==> config.mk <==
export PLATFORM = sky130hd
export DESIGN_NAME = ps2_mouse_packet_cursor_flat
export DESIGN_NICKNAME = d
export VERILOG_FILES = /design/src/hdl/ps2mc_pkg.sv /design/src/hdl/ps2mc_ifs.sv /design/src/hdl/ps2mc_cfg_regs.sv /design/src/hdl/ps2mc_axis.sv /design/src/hdl/ps2mc_core.sv /design/src/hdl/ps2_mouse_packet_cursor.sv /design/src/flat_wrapper.sv
export VERILOG_INCLUDE_DIRS = /design/src /design/src/hdl
export SDC_FILE = /design/constraint.sdc
export NUM_CORES = 1
export LEC_CHECK = 0
export BUFFER_PORTS_ARGS = -buffer_cell sky130_fd_sc_hd__buf_2
export CORE_MARGIN = 2
export CORE_UTILIZATION = 55
export CTS_CLUSTER_DIAMETER = 60
export CTS_CLUSTER_SIZE = 25
export DETAILED_ROUTE_END_ITERATION = 7
export PLACE_DENSITY = 0.88
export SYNTH_ARGS = -nofsm -noshare
export SYNTH_HDL_FRONTEND = slang
export SYNTH_SLANG_ARGS = --single-unit
==> constraint.sdc <==
create_clock -name clk -period 7.79 [get_ports clk]
set_input_delay 0.779 -clock clk [delete_from_list [all_inputs] [get_ports clk]]
set_output_delay 0.779 -clock clk [all_outputs]
set_load 0.05 [all_outputs]
==> src/hdl/ps2_mouse_packet_cursor_defines.svh <==
// ----------------------------------------------------------------------------
// ps2_mouse_packet_cursor_defines.svh
// Assertion macros shared by the PS/2 mouse cursor RTL.
// ----------------------------------------------------------------------------
`ifndef PS2_MOUSE_PACKET_CURSOR_DEFINES_SVH
`define PS2_MOUSE_PACKET_CURSOR_DEFINES_SVH

// Same-cycle implication, sampled on clk, off while in reset
`define PS2MC_ASSERT_NOW(lbl, ante, cons, msg) \
  lbl: assert property (@(posedge clk) disable iff (!rst_n) (ante) |-> (cons)) \
    else $error(msg);

// Next-cycle implication, sampled on clk, off while in reset
`define PS2MC_ASSERT_NEXT(lbl, ante, cons, msg) \
  lbl: assert property (@(posedge clk) disable iff (!rst_n) (ante) |=> (cons)) \
    else $error(msg);

`endif

==> src/hdl/ps2mc_pkg.sv <==
// ----------------------------------------------------------------------------
// ps2mc_pkg
// Shared widths, constants, codes and types of the PS/2 mouse cursor block.
// ----------------------------------------------------------------------------
`default_nettype none

package ps2mc_pkg;

  // Field and bus widths
  localparam int BYTE_W         = 8;
  localparam int SIZE_W         = 13;
  localparam int POS_W          = 12;
  localparam int APB_DW         = 32;
  localparam int APB_AW         = 3;
  localparam int REG_IDX_BIT    = 2;
  localparam int COORD_BITS_DEF = 12;

  // Reset values
  localparam int CURSOR_RESET = 20;
  localparam int WIDTH_RESET  = 1024;
  localparam int HEIGHT_RESET = 768;

  // Flags byte bit positions
  localparam int FLG_LEFT  = 0;
  localparam int FLG_RIGHT = 1;
  localparam int FLG_ONE   = 3;
  localparam int FLG_XSIGN = 4;
  localparam int FLG_YSIGN = 5;
  localparam int FLG_XOVF  = 6;
  localparam int FLG_YOVF  = 7;

  // Position of the next byte within a packet
  typedef enum logic [1:0] {
    PH_FLAGS  = 2'd0,
    PH_XDELTA = 2'd1,
    PH_YDELTA = 2'd2
  } phase_t;

  // Configuration register indexes
  typedef enum logic {
    REG_WIDTH  = 1'b0,
    REG_HEIGHT = 1'b1
  } cfg_reg_t;

  // Byte handed from the input stage to the decode stage
  typedef struct packed {
    logic              vld;
    logic [BYTE_W-1:0] data;
  } step_t;

  // Current screen size
  typedef struct packed {
    logic [SIZE_W-1:0] width;
    logic [SIZE_W-1:0] height;
  } cfg_t;

endpackage

`default_nettype wire

==> src/hdl/ps2mc_ifs.sv <==
// ----------------------------------------------------------------------------
// ps2mc_ifs
// Valid/ready channels: received mouse bytes in, cursor results out.
// ----------------------------------------------------------------------------
`default_nettype none

interface ps2mc_in_if;
  import ps2mc_pkg::*;

  logic              valid;
  logic              ready;
  logic [BYTE_W-1:0] rx_byte;

  modport source (output valid, output rx_byte, input ready);
  modport sink   (input valid, input rx_byte, output ready);
endinterface

interface ps2mc_out_if;
  import ps2mc_pkg::*;

  logic             valid;
  logic             ready;
  logic             packet_dropped;
  logic [POS_W-1:0] pos_x;
  logic [POS_W-1:0] pos_y;
  logic             left_button;
  logic             right_button;

  modport source (output valid, output packet_dropped, output pos_x, output pos_y,
                  output left_button, output right_button, input ready);
  modport sink   (input valid, input packet_dropped, input pos_x, input pos_y,
                  input left_button, input right_button, output ready);
endinterface

`default_nettype wire

==> src/hdl/ps2mc_cfg_regs.sv <==
// ----------------------------------------------------------------------------
// ps2mc_cfg_regs
// APB register file holding the screen width and height.
// ----------------------------------------------------------------------------
`default_nettype none

module ps2mc_cfg_regs (
  input  logic                          clk,
  input  logic                          rst_n,
  input  logic                          psel,
  input  logic                          penable,
  input  logic                          pwrite,
  input  logic [ps2mc_pkg::APB_AW-1:0]  paddr,
  input  logic [ps2mc_pkg::APB_DW-1:0]  pwdata,
  output logic [ps2mc_pkg::APB_DW-1:0]  prdata,
  output logic                          pready,
  output ps2mc_pkg::cfg_t               cfg
);
  import ps2mc_pkg::*;

  logic [SIZE_W-1:0] width_r;
  logic [SIZE_W-1:0] height_r;
  logic              wr_en;
  cfg_reg_t          reg_sel;

  assign pready  = 1'b1;
  assign wr_en   = psel && penable && pwrite;
  assign reg_sel = cfg_reg_t'(paddr[REG_IDX_BIT]);

  // Register writes, only the low bits of the data are kept
  always_ff @(posedge clk) begin
    if (!rst_n) begin
      width_r  <= SIZE_W'(WIDTH_RESET);
      height_r <= SIZE_W'(HEIGHT_RESET);
    end else if (wr_en) begin
      case (reg_sel)
        REG_WIDTH:  width_r  <= pwdata[SIZE_W-1:0];
        REG_HEIGHT: height_r <= pwdata[SIZE_W-1:0];
        default: ;
      endcase
    end
  end

  // Read mux
  always_comb begin
    case (reg_sel)
      REG_WIDTH:  prdata = APB_DW'(width_r);
      REG_HEIGHT: prdata = APB_DW'(height_r);
      default:    prdata = '0;
    endcase
  end

  assign cfg.width  = width_r;
  assign cfg.height = height_r;

endmodule

`default_nettype wire

==> src/hdl/ps2mc_axis.sv <==
// ----------------------------------------------------------------------------
// ps2mc_axis
// One cursor axis: applies an 8-bit delta and clamps to [1, size-1] and the coordinate range.
// ----------------------------------------------------------------------------
`default_nettype none

module ps2mc_axis #(
  parameter int COORD_BITS = ps2mc_pkg::COORD_BITS_DEF
) (
  input  logic [COORD_BITS-1:0]         cur,
  input  logic [ps2mc_pkg::BYTE_W-1:0]  delta,
  input  logic                          negative,
  input  logic                          subtract,
  input  logic [ps2mc_pkg::SIZE_W-1:0]  size,
  output logic [COORD_BITS-1:0]         nxt
);
  import ps2mc_pkg::*;

  localparam int CW       = ((COORD_BITS > SIZE_W) ? COORD_BITS : SIZE_W) + 2;
  localparam int CoordMax = (1 << COORD_BITS) - 1;

  logic signed [BYTE_W+1:0] dval;
  logic signed [CW-1:0]     sum;
  logic signed [CW-1:0]     lo_clamped;
  logic [SIZE_W-1:0]        hi_raw;
  logic signed [CW-1:0]     hi_ext;
  logic signed [CW-1:0]     hi;
  logic signed [CW-1:0]     res;

  // Delta: sign-extended only when the sign flag is set
  assign dval = negative ? $signed({{2{delta[BYTE_W-1]}}, delta})
                         : $signed({2'b00, delta});

  // Move
  always_comb begin
    if (subtract) begin
      sum = $signed(CW'(cur)) - CW'(dval);
    end else begin
      sum = $signed(CW'(cur)) + CW'(dval);
    end
  end

  // Lower bound first
  assign lo_clamped = (sum <= $signed(CW'(1))) ? $signed(CW'(1)) : sum;

  // Upper bound: size-1 saturated at zero and at the coordinate range
  assign hi_raw = (size == '0) ? '0 : size - SIZE_W'(1);
  assign hi_ext = $signed(CW'(hi_raw));
  assign hi     = (hi_ext > $signed(CW'(CoordMax))) ? $signed(CW'(CoordMax)) : hi_ext;

  // Upper bound wins
  assign res = (lo_clamped >= hi) ? hi : lo_clamped;
  assign nxt = res[COORD_BITS-1:0];

endmodule

`default_nettype wire

==> src/hdl/ps2mc_core.sv <==
// ----------------------------------------------------------------------------
// ps2mc_core
// Packet assembly, drop check, cursor and button state, result register.
// ----------------------------------------------------------------------------
`default_nettype none

module ps2mc_core #(
  parameter int COORD_BITS = ps2mc_pkg::COORD_BITS_DEF
) (
  input  logic              clk,
  input  logic              rst_n,
  input  ps2mc_pkg::step_t  step,
  input  ps2mc_pkg::cfg_t   cfg,
  output logic              step_ready,
  ps2mc_out_if.source       out_chan
);
  import ps2mc_pkg::*;

  phase_t                  phase_r, phase_nxt;
  logic [BYTE_W-1:0]       flags_r;
  logic [BYTE_W-1:0]       xdelta_r;
  logic                    drop_r;
  logic [COORD_BITS-1:0]   col_r, row_r;
  logic [1:0]              btn_r;
  logic                    out_valid_r;
  logic                    res_drop_r;
  logic [POS_W-1:0]        res_x_r, res_y_r;
  logic [1:0]              res_btn_r;

  logic                    take;
  logic                    ld_flags, ld_x, ld_last;
  logic                    is_last;
  logic                    drop_byte;
  logic [COORD_BITS-1:0]   col_new, row_new;
  logic [COORD_BITS-1:0]   col_upd, row_upd;
  logic [1:0]              btn_upd;

  // A final byte waits only if the result register is still full
  assign is_last    = (phase_r == PH_YDELTA);
  assign step_ready = !is_last || !out_valid_r || out_chan.ready;
  assign take       = step.vld && step_ready;

  // Next phase; the unused code behaves as a flags phase
  always_comb begin
    case (phase_r)
      PH_FLAGS:  phase_nxt = PH_XDELTA;
      PH_XDELTA: phase_nxt = PH_YDELTA;
      PH_YDELTA: phase_nxt = PH_FLAGS;
      default:   phase_nxt = PH_XDELTA;
    endcase
  end

  // Per-phase load strobes
  always_comb begin
    ld_flags = 1'b0;
    ld_x     = 1'b0;
    ld_last  = 1'b0;
    case (phase_r)
      PH_XDELTA: ld_x     = take;
      PH_YDELTA: ld_last  = take;
      default:   ld_flags = take;
    endcase
  end

  assign drop_byte = step.data[FLG_XOVF] | step.data[FLG_YOVF] | ~step.data[FLG_ONE];

  // Axis updates
  ps2mc_axis #(.COORD_BITS(COORD_BITS)) u_axis_x (
    .cur      (col_r),
    .delta    (xdelta_r),
    .negative (flags_r[FLG_XSIGN]),
    .subtract (1'b0),
    .size     (cfg.width),
    .nxt      (col_new)
  );

  ps2mc_axis #(.COORD_BITS(COORD_BITS)) u_axis_y (
    .cur      (row_r),
    .delta    (step.data),
    .negative (flags_r[FLG_YSIGN]),
    .subtract (1'b1),
    .size     (cfg.height),
    .nxt      (row_new)
  );

  // A dropped packet leaves cursor and buttons alone
  assign col_upd = drop_r ? col_r : col_new;
  assign row_upd = drop_r ? row_r : row_new;
  assign btn_upd = drop_r ? btn_r : {flags_r[FLG_RIGHT], flags_r[FLG_LEFT]};

  // Packet and cursor state
  always_ff @(posedge clk) begin
    if (!rst_n) begin
      phase_r  <= PH_FLAGS;
      flags_r  <= '0;
      xdelta_r <= '0;
      drop_r   <= 1'b0;
      col_r    <= COORD_BITS'(CURSOR_RESET);
      row_r    <= COORD_BITS'(CURSOR_RESET);
      btn_r    <= '0;
    end else begin
      if (take) begin
        phase_r <= phase_nxt;
      end
      if (ld_flags) begin
        flags_r <= step.data;
        drop_r  <= drop_byte;
      end
      if (ld_x) begin
        xdelta_r <= step.data;
      end
      if (ld_last) begin
        col_r  <= col_upd;
        row_r  <= row_upd;
        btn_r  <= btn_upd;
        drop_r <= 1'b0;
      end
    end
  end

  // Result register valid
  always_ff @(posedge clk) begin
    if (!rst_n) begin
      out_valid_r <= 1'b0;
    end else if (ld_last) begin
      out_valid_r <= 1'b1;
    end else if (out_chan.ready) begin
      out_valid_r <= 1'b0;
    end
  end

  // Result payload
  always_ff @(posedge clk) begin
    if (ld_last) begin
      res_drop_r <= drop_r;
      res_x_r    <= POS_W'(col_upd);
      res_y_r    <= POS_W'(row_upd);
      res_btn_r  <= btn_upd;
    end
  end

  assign out_chan.valid          = out_valid_r;
  assign out_chan.packet_dropped = res_drop_r;
  assign out_chan.pos_x          = res_x_r;
  assign out_chan.pos_y          = res_y_r;
  assign out_chan.left_button    = res_btn_r[0];
  assign out_chan.right_button   = res_btn_r[1];

endmodule

`default_nettype wire

==> src/hdl/ps2_mouse_packet_cursor.sv <==
// ----------------------------------------------------------------------------
// ps2_mouse_packet_cursor: PS/2 mouse packet decoder with cursor tracking
// One byte per cycle unless a full result register holds back a final byte; each third byte yields a result.
// Input register, then decode/add/clamp into the result register.
// Sync active-low reset: cursor (20,20), buttons released, flags byte expected.
// ----------------------------------------------------------------------------
`default_nettype none
`include "ps2_mouse_packet_cursor_defines.svh"

module ps2_mouse_packet_cursor #(
  parameter int COORD_BITS = ps2mc_pkg::COORD_BITS_DEF
) (
  input  logic                          clk,
  input  logic                          rst_n,
  ps2mc_in_if.sink                      in_chan,
  ps2mc_out_if.source                   out_chan,
  input  logic                          psel,
  input  logic                          penable,
  input  logic                          pwrite,
  input  logic [ps2mc_pkg::APB_AW-1:0]  paddr,
  input  logic [ps2mc_pkg::APB_DW-1:0]  pwdata,
  output logic [ps2mc_pkg::APB_DW-1:0]  prdata,
  output logic                          pready
);
  import ps2mc_pkg::*;

  logic              in_valid_r, in_valid_nxt;
  logic [BYTE_W-1:0] in_byte_r;
  logic              in_take;
  logic              step_ready;
  step_t             step;
  cfg_t              cfg;

  // Configuration registers
  ps2mc_cfg_regs u_cfg (
    .clk     (clk),
    .rst_n   (rst_n),
    .psel    (psel),
    .penable (penable),
    .pwrite  (pwrite),
    .paddr   (paddr),
    .pwdata  (pwdata),
    .prdata  (prdata),
    .pready  (pready),
    .cfg     (cfg)
  );

  // Input register
  assign in_chan.ready = !in_valid_r || step_ready;
  assign in_take       = in_chan.valid && in_chan.ready;

  always_comb begin
    if (in_take) begin
      in_valid_nxt = 1'b1;
    end else if (step_ready) begin
      in_valid_nxt = 1'b0;
    end else begin
      in_valid_nxt = in_valid_r;
    end
  end

  always_ff @(posedge clk) begin
    if (!rst_n) begin
      in_valid_r <= 1'b0;
    end else begin
      in_valid_r <= in_valid_nxt;
    end
  end

  always_ff @(posedge clk) begin
    if (in_take) begin
      in_byte_r <= in_chan.rx_byte;
    end
  end

  assign step.vld  = in_valid_r;
  assign step.data = in_byte_r;

  // Decode and cursor update
  ps2mc_core #(.COORD_BITS(COORD_BITS)) u_core (
    .clk        (clk),
    .rst_n      (rst_n),
    .step       (step),
    .cfg        (cfg),
    .step_ready (step_ready),
    .out_chan   (out_chan)
  );

  // Checks
  `PS2MC_ASSERT_NEXT(a_stalled_byte_held, in_valid_r && !step_ready,
    in_valid_r && $stable(in_byte_r), "stalled byte lost or changed")
  `PS2MC_ASSERT_NOW(a_stall_needs_full_result, in_valid_r && !step_ready,
    out_chan.valid && !out_chan.ready, "decode stalled without a pending result")
  `PS2MC_ASSERT_NOW(a_backpressure_source, !in_chan.ready,
    in_valid_r, "input blocked with an empty input register")

endmodule

`default_nettype wire

==> src/flat_wrapper.sv <==
// flat-port wrapper written by rule: the top's interface ports become plain ports
module ps2_mouse_packet_cursor_flat import ps2mc_pkg::*;
#(
  parameter int COORD_BITS = ps2mc_pkg::COORD_BITS_DEF
)
  (clk, rst_n, psel, penable, pwrite, paddr, pwdata, prdata, pready, in_chan_valid, in_chan_rx_byte, in_chan_ready, out_chan_valid, out_chan_packet_dropped, out_chan_pos_x, out_chan_pos_y, out_chan_left_button, out_chan_right_button, out_chan_ready);
  ps2mc_in_if in_chan_i ();
  ps2mc_out_if out_chan_i ();
  input  logic clk;
  input  logic rst_n;
  input  logic psel;
  input  logic penable;
  input  logic pwrite;
  input  logic [ps2mc_pkg::APB_AW-1:0] paddr;
  input  logic [ps2mc_pkg::APB_DW-1:0] pwdata;
  output logic [ps2mc_pkg::APB_DW-1:0] prdata;
  output logic pready;
  input wire logic [$bits(in_chan_i.valid)-1:0] in_chan_valid;
  input wire logic [$bits(in_chan_i.rx_byte)-1:0] in_chan_rx_byte;
  output wire logic [$bits(in_chan_i.ready)-1:0] in_chan_ready;
  output wire logic [$bits(out_chan_i.valid)-1:0] out_chan_valid;
  output wire logic [$bits(out_chan_i.packet_dropped)-1:0] out_chan_packet_dropped;
  output wire logic [$bits(out_chan_i.pos_x)-1:0] out_chan_pos_x;
  output wire logic [$bits(out_chan_i.pos_y)-1:0] out_chan_pos_y;
  output wire logic [$bits(out_chan_i.left_button)-1:0] out_chan_left_button;
  output wire logic [$bits(out_chan_i.right_button)-1:0] out_chan_right_button;
  input wire logic [$bits(out_chan_i.ready)-1:0] out_chan_ready;
  assign in_chan_i.valid = in_chan_valid;
  assign in_chan_i.rx_byte = in_chan_rx_byte;
  assign in_chan_ready = in_chan_i.ready;
  assign out_chan_valid = out_chan_i.valid;
  assign out_chan_packet_dropped = out_chan_i.packet_dropped;
  assign out_chan_pos_x = out_chan_i.pos_x;
  assign out_chan_pos_y = out_chan_i.pos_y;
  assign out_chan_left_button = out_chan_i.left_button;
  assign out_chan_right_button = out_chan_i.right_button;
  assign out_chan_i.ready = out_chan_ready;
  ps2_mouse_packet_cursor #(.COORD_BITS(COORD_BITS)) u_core (.clk(clk), .rst_n(rst_n), .in_chan(in_chan_i), .out_chan(out_chan_i), .psel(psel), .penable(penable), .pwrite(pwrite), .paddr(paddr), .pwdata(pwdata), .prdata(prdata), .pready(pready));
endmodule
==> results.cfg <==
[run_status]
run_status = complete, no violations

[timing]
hold_vio_cnt_final = 0
setup-tns-final_ns = 0
final-max-slew-violation-count = 0
max-slew-margin-rel = 0.387
final.period_utilization = 0.666
max_slew.worst_pin.slew_ns = 0.918
setup_violations = 0
skew_ns = 0.0137
max_freq_ghz = 0.193
setup_repair_after_global_routing_missed_its_margin = no
finalCriticalPeriod_ns = 5.19

[clocking]
cts_buffers = 9
post_cts_resized = 0
clock_sinks = 104
cts_setup_buffers = 0
tritoncts = built
clock_latency_ns = 0.36
htreeDepth = 3
clock_path_buffers = 2
cts_hold_buffers = 0
clk_pin_slew_ns = 0.07
clockRootBuffer = clkbuf_16

[synthesis]
synth_compound_area_frac = 0.210
postSynthAreaPerCell_um2 = 8.51
yosys.cell_types.count = 77
combinational_family_with_the_most_area_after_synthesis = compound AO/OA/AOI/OAI gates
post_synthesis_xor_xnor_area_fraction = 0.0385
syn_inst = 856
synth_seq_area_share = 0.334
async_flop_share = 0
yosys.area_share.adder = 0.0965
ys_seq_elements = 104
yosys.area_share.simple = 0.202
yosysMostFrequentCell = nand2_1
ys_dominant_reg_cell = dfxtp_1
post_synth_main_area_contributors = dfxtp_1, edfxtp_1, ha_1
yosys-mux-area-fraction = 0.0538
count_of_flip_flops_with_a_built_in_enable_after_synthesis = 35
yosysTopAreaCell = dfxtp_1
synth_top_cells_by_count = nand2_1, dfxtp_1, nor2_1
synth_largest_type_area_fraction = 0.190
synth.cell_area_um2 = 7280
yosys_warnings = 0

[place]
detailed_place_hpwl_um = 12800
port_buffers = 70
place.gp.congestion = 0.954

[drt]
route.detailed.vias_per_inst = 5.85
wirelength_um = 16800
post-route-drc-count = 0
via_count = 6296
detailedRoute.firstPassIterationCount = 6
routedWlPerCell_um = 15.6
drt.antenna.violating_nets = 0
detailedRoute.firstIterationViolations = 488

[global_routing]
grt_max_degree = 58
grt_usage = 0.242
first_global_vias = 5681
grt_remaining_overflow = 0
number_of_antenna_violations_at_the_first_check_in_global_routing = 0
grt_pass1_wl_um = 27400

[floorplan]
fp.coreArea_um2 = 13100
top_level_ports = 112
die_h_um = 119
num_rows = 42
floorplan.initialDensity = 0.557
die_area_um2 = 14200
die_width_um = 119

[layout]
antenna_cells_inserted = 0
synthToLayoutAreaGrowth_pct = 8.11
fillers = 1171
fraction_of_final_layout_cells_sized_beyond_drive_strength_1 = 0.148
nets = 1000

[power]
p_per_area_nw_per_um2 = 158
total_power_mw = 1.24
standby_leakage_power_nw = 3.30
highest_ir_drop_seen_on_vdd_uv = 139

[setup_path]
timing.critical_path.fanout_max = 24
timing.critical_path.to_type = register
crit_type = register to register
critical_path.startpoint_type = register
cp_data_arrival_time_ns = 5.28
worstPathRequired_ns = 7.89

[worst_hold_path]
hold_path_class = register to register

[job]
cap_violations = 0
[flip-flops by register name, indices dropped and copies added, names as in the netlist, 4 cells and up]
register	cells
u_core.u_core.row_r	12
u_core.u_core.out_chan.pos_y	12
u_core.u_core.xdelta_r	8
u_core.u_cfg.height_r	13
u_core.u_core.col_r	12
u_core.in_byte_r	8
u_core.u_core.flags_r	4
u_core.u_core.out_chan.pos_x	12
u_core.u_cfg.width_r	13
[through the flow]
step                      instance area, um^2  instances  hold WS [ns]  worst slack, ns   util
after CTS                                7880       1076         0.471             2.65  0.602
after global placement                   7600       1060         0.455             2.77  0.581
final                                    7880       1076         0.469             2.60  0.602
after detailed placement                 7600       1060         0.461             2.65  0.581
after global routing                     7880       1076         0.499             2.25  0.602
after floorplan                          7360        876         0.406             3.28      -
[final cells by class]
type | count | area, um^2 | area share
clock buffer | 10 | 229 | 0.0291
clock inverter | 6 | 41.3 | 0.00524
inverter | 35 | 131 | 0.0167
multi-input combinational | 674 | 4460 | 0.567
sequential | 104 | 2430 | 0.309
tap | 176 | 220 | 0.0280
timing repair buffer | 71 | 358 | 0.0454
[worst max-delay path: stages (launching register included)]
cell and delay, ns:
edfxtp_1 0.39, ha_1 0.18, inv_1 0.05, fa_1 0.41
a211oi_2 0.36, or4_1 0.17, o2111ai_1 0.17, nor4_1 0.24
nand4_1 0.18, o41ai_4 0.53, nor2_1 0.09, ha_1 0.23
or4_1 0.56, a21oi_1 0.13, o21ai_0 0.10, a211o_1 0.52
o21ai_0 0.46, o21ai_0 0.13
[cells by family (layout without fill, tap and decap cells)]
group                      Yosys count  after routing
and+or+nand+nor                    309            309
muxes                               36             36
adders and majority gates           55             55
xor gates and xnor gates            32             32
DFF                                104            104
AOI/OAI and AO/OA                  220            220
other                                2             22
buffers and inverters               98            122
[cells in the final DEF, fill, tap and decap left out, types with 3 or more instances in the layout]
master / count
edfxtp_1: 35
nor3_1: 18
nand3_1: 25
a21oi_1: 42
buf_2: 70
xnor2_1: 14
a21boi_0: 44
o21ai_0: 51
clkinv_2: 3
and2_1: 8
ha_1: 53
o211ai_1: 12
nand2b_1: 7
nand2_1: 141
nor4_1: 6
nand4_1: 10
dfxtp_1: 69
o31ai_1: 16
or2_2: 7
mux2_2: 21
or3_1: 6
inv_6: 3
mux2i_1: 14
xor2_1: 18
conb_1: 22
nor2_1: 54
a31oi_1: 5
clkbuf_16: 9
and3b_1: 3
a21o_1: 8
or4_1: 4
inv_1: 35
o21a_1: 3
nor2b_1: 5
[power breakdown]
group	switching [mW]	internal, mW
logic	0.154	0.0801
registers	0.0139	0.572
clock network	0.206	0.219
total	0.373	0.871
[routing by layer]
metal / global-route usage / wire, um
met2: 0.376 / 7420
met1: 0.334 / 7750
met4: 0.0833 / 295
met5: 0 / 0
met3: 0.0512 / 1340
[worst paths after layout]
check / start / endpoint / slack (ns) / cells after the start
min reg2reg: u_core.u_core.flags_r[1]$_SDFFE_PN0P_ / u_core.u_core.flags_r[1]$_SDFFE_PN0P_ / 0.47 / 2
max: u_core.in_byte_r[0]$_DFFE_PP_ / u_core.u_core.out_chan.pos_y[11]$_DFFE_PP_ / 2.60 / 17
min: u_core.u_core.flags_r[1]$_SDFFE_PN0P_ / u_core.u_core.flags_r[1]$_SDFFE_PN0P_ / 0.47 / 2
max reg2reg: u_core.in_byte_r[0]$_DFFE_PP_ / u_core.u_core.out_chan.pos_y[11]$_DFFE_PP_ / 2.60 / 17
Power figures use the tool's default switching activity.
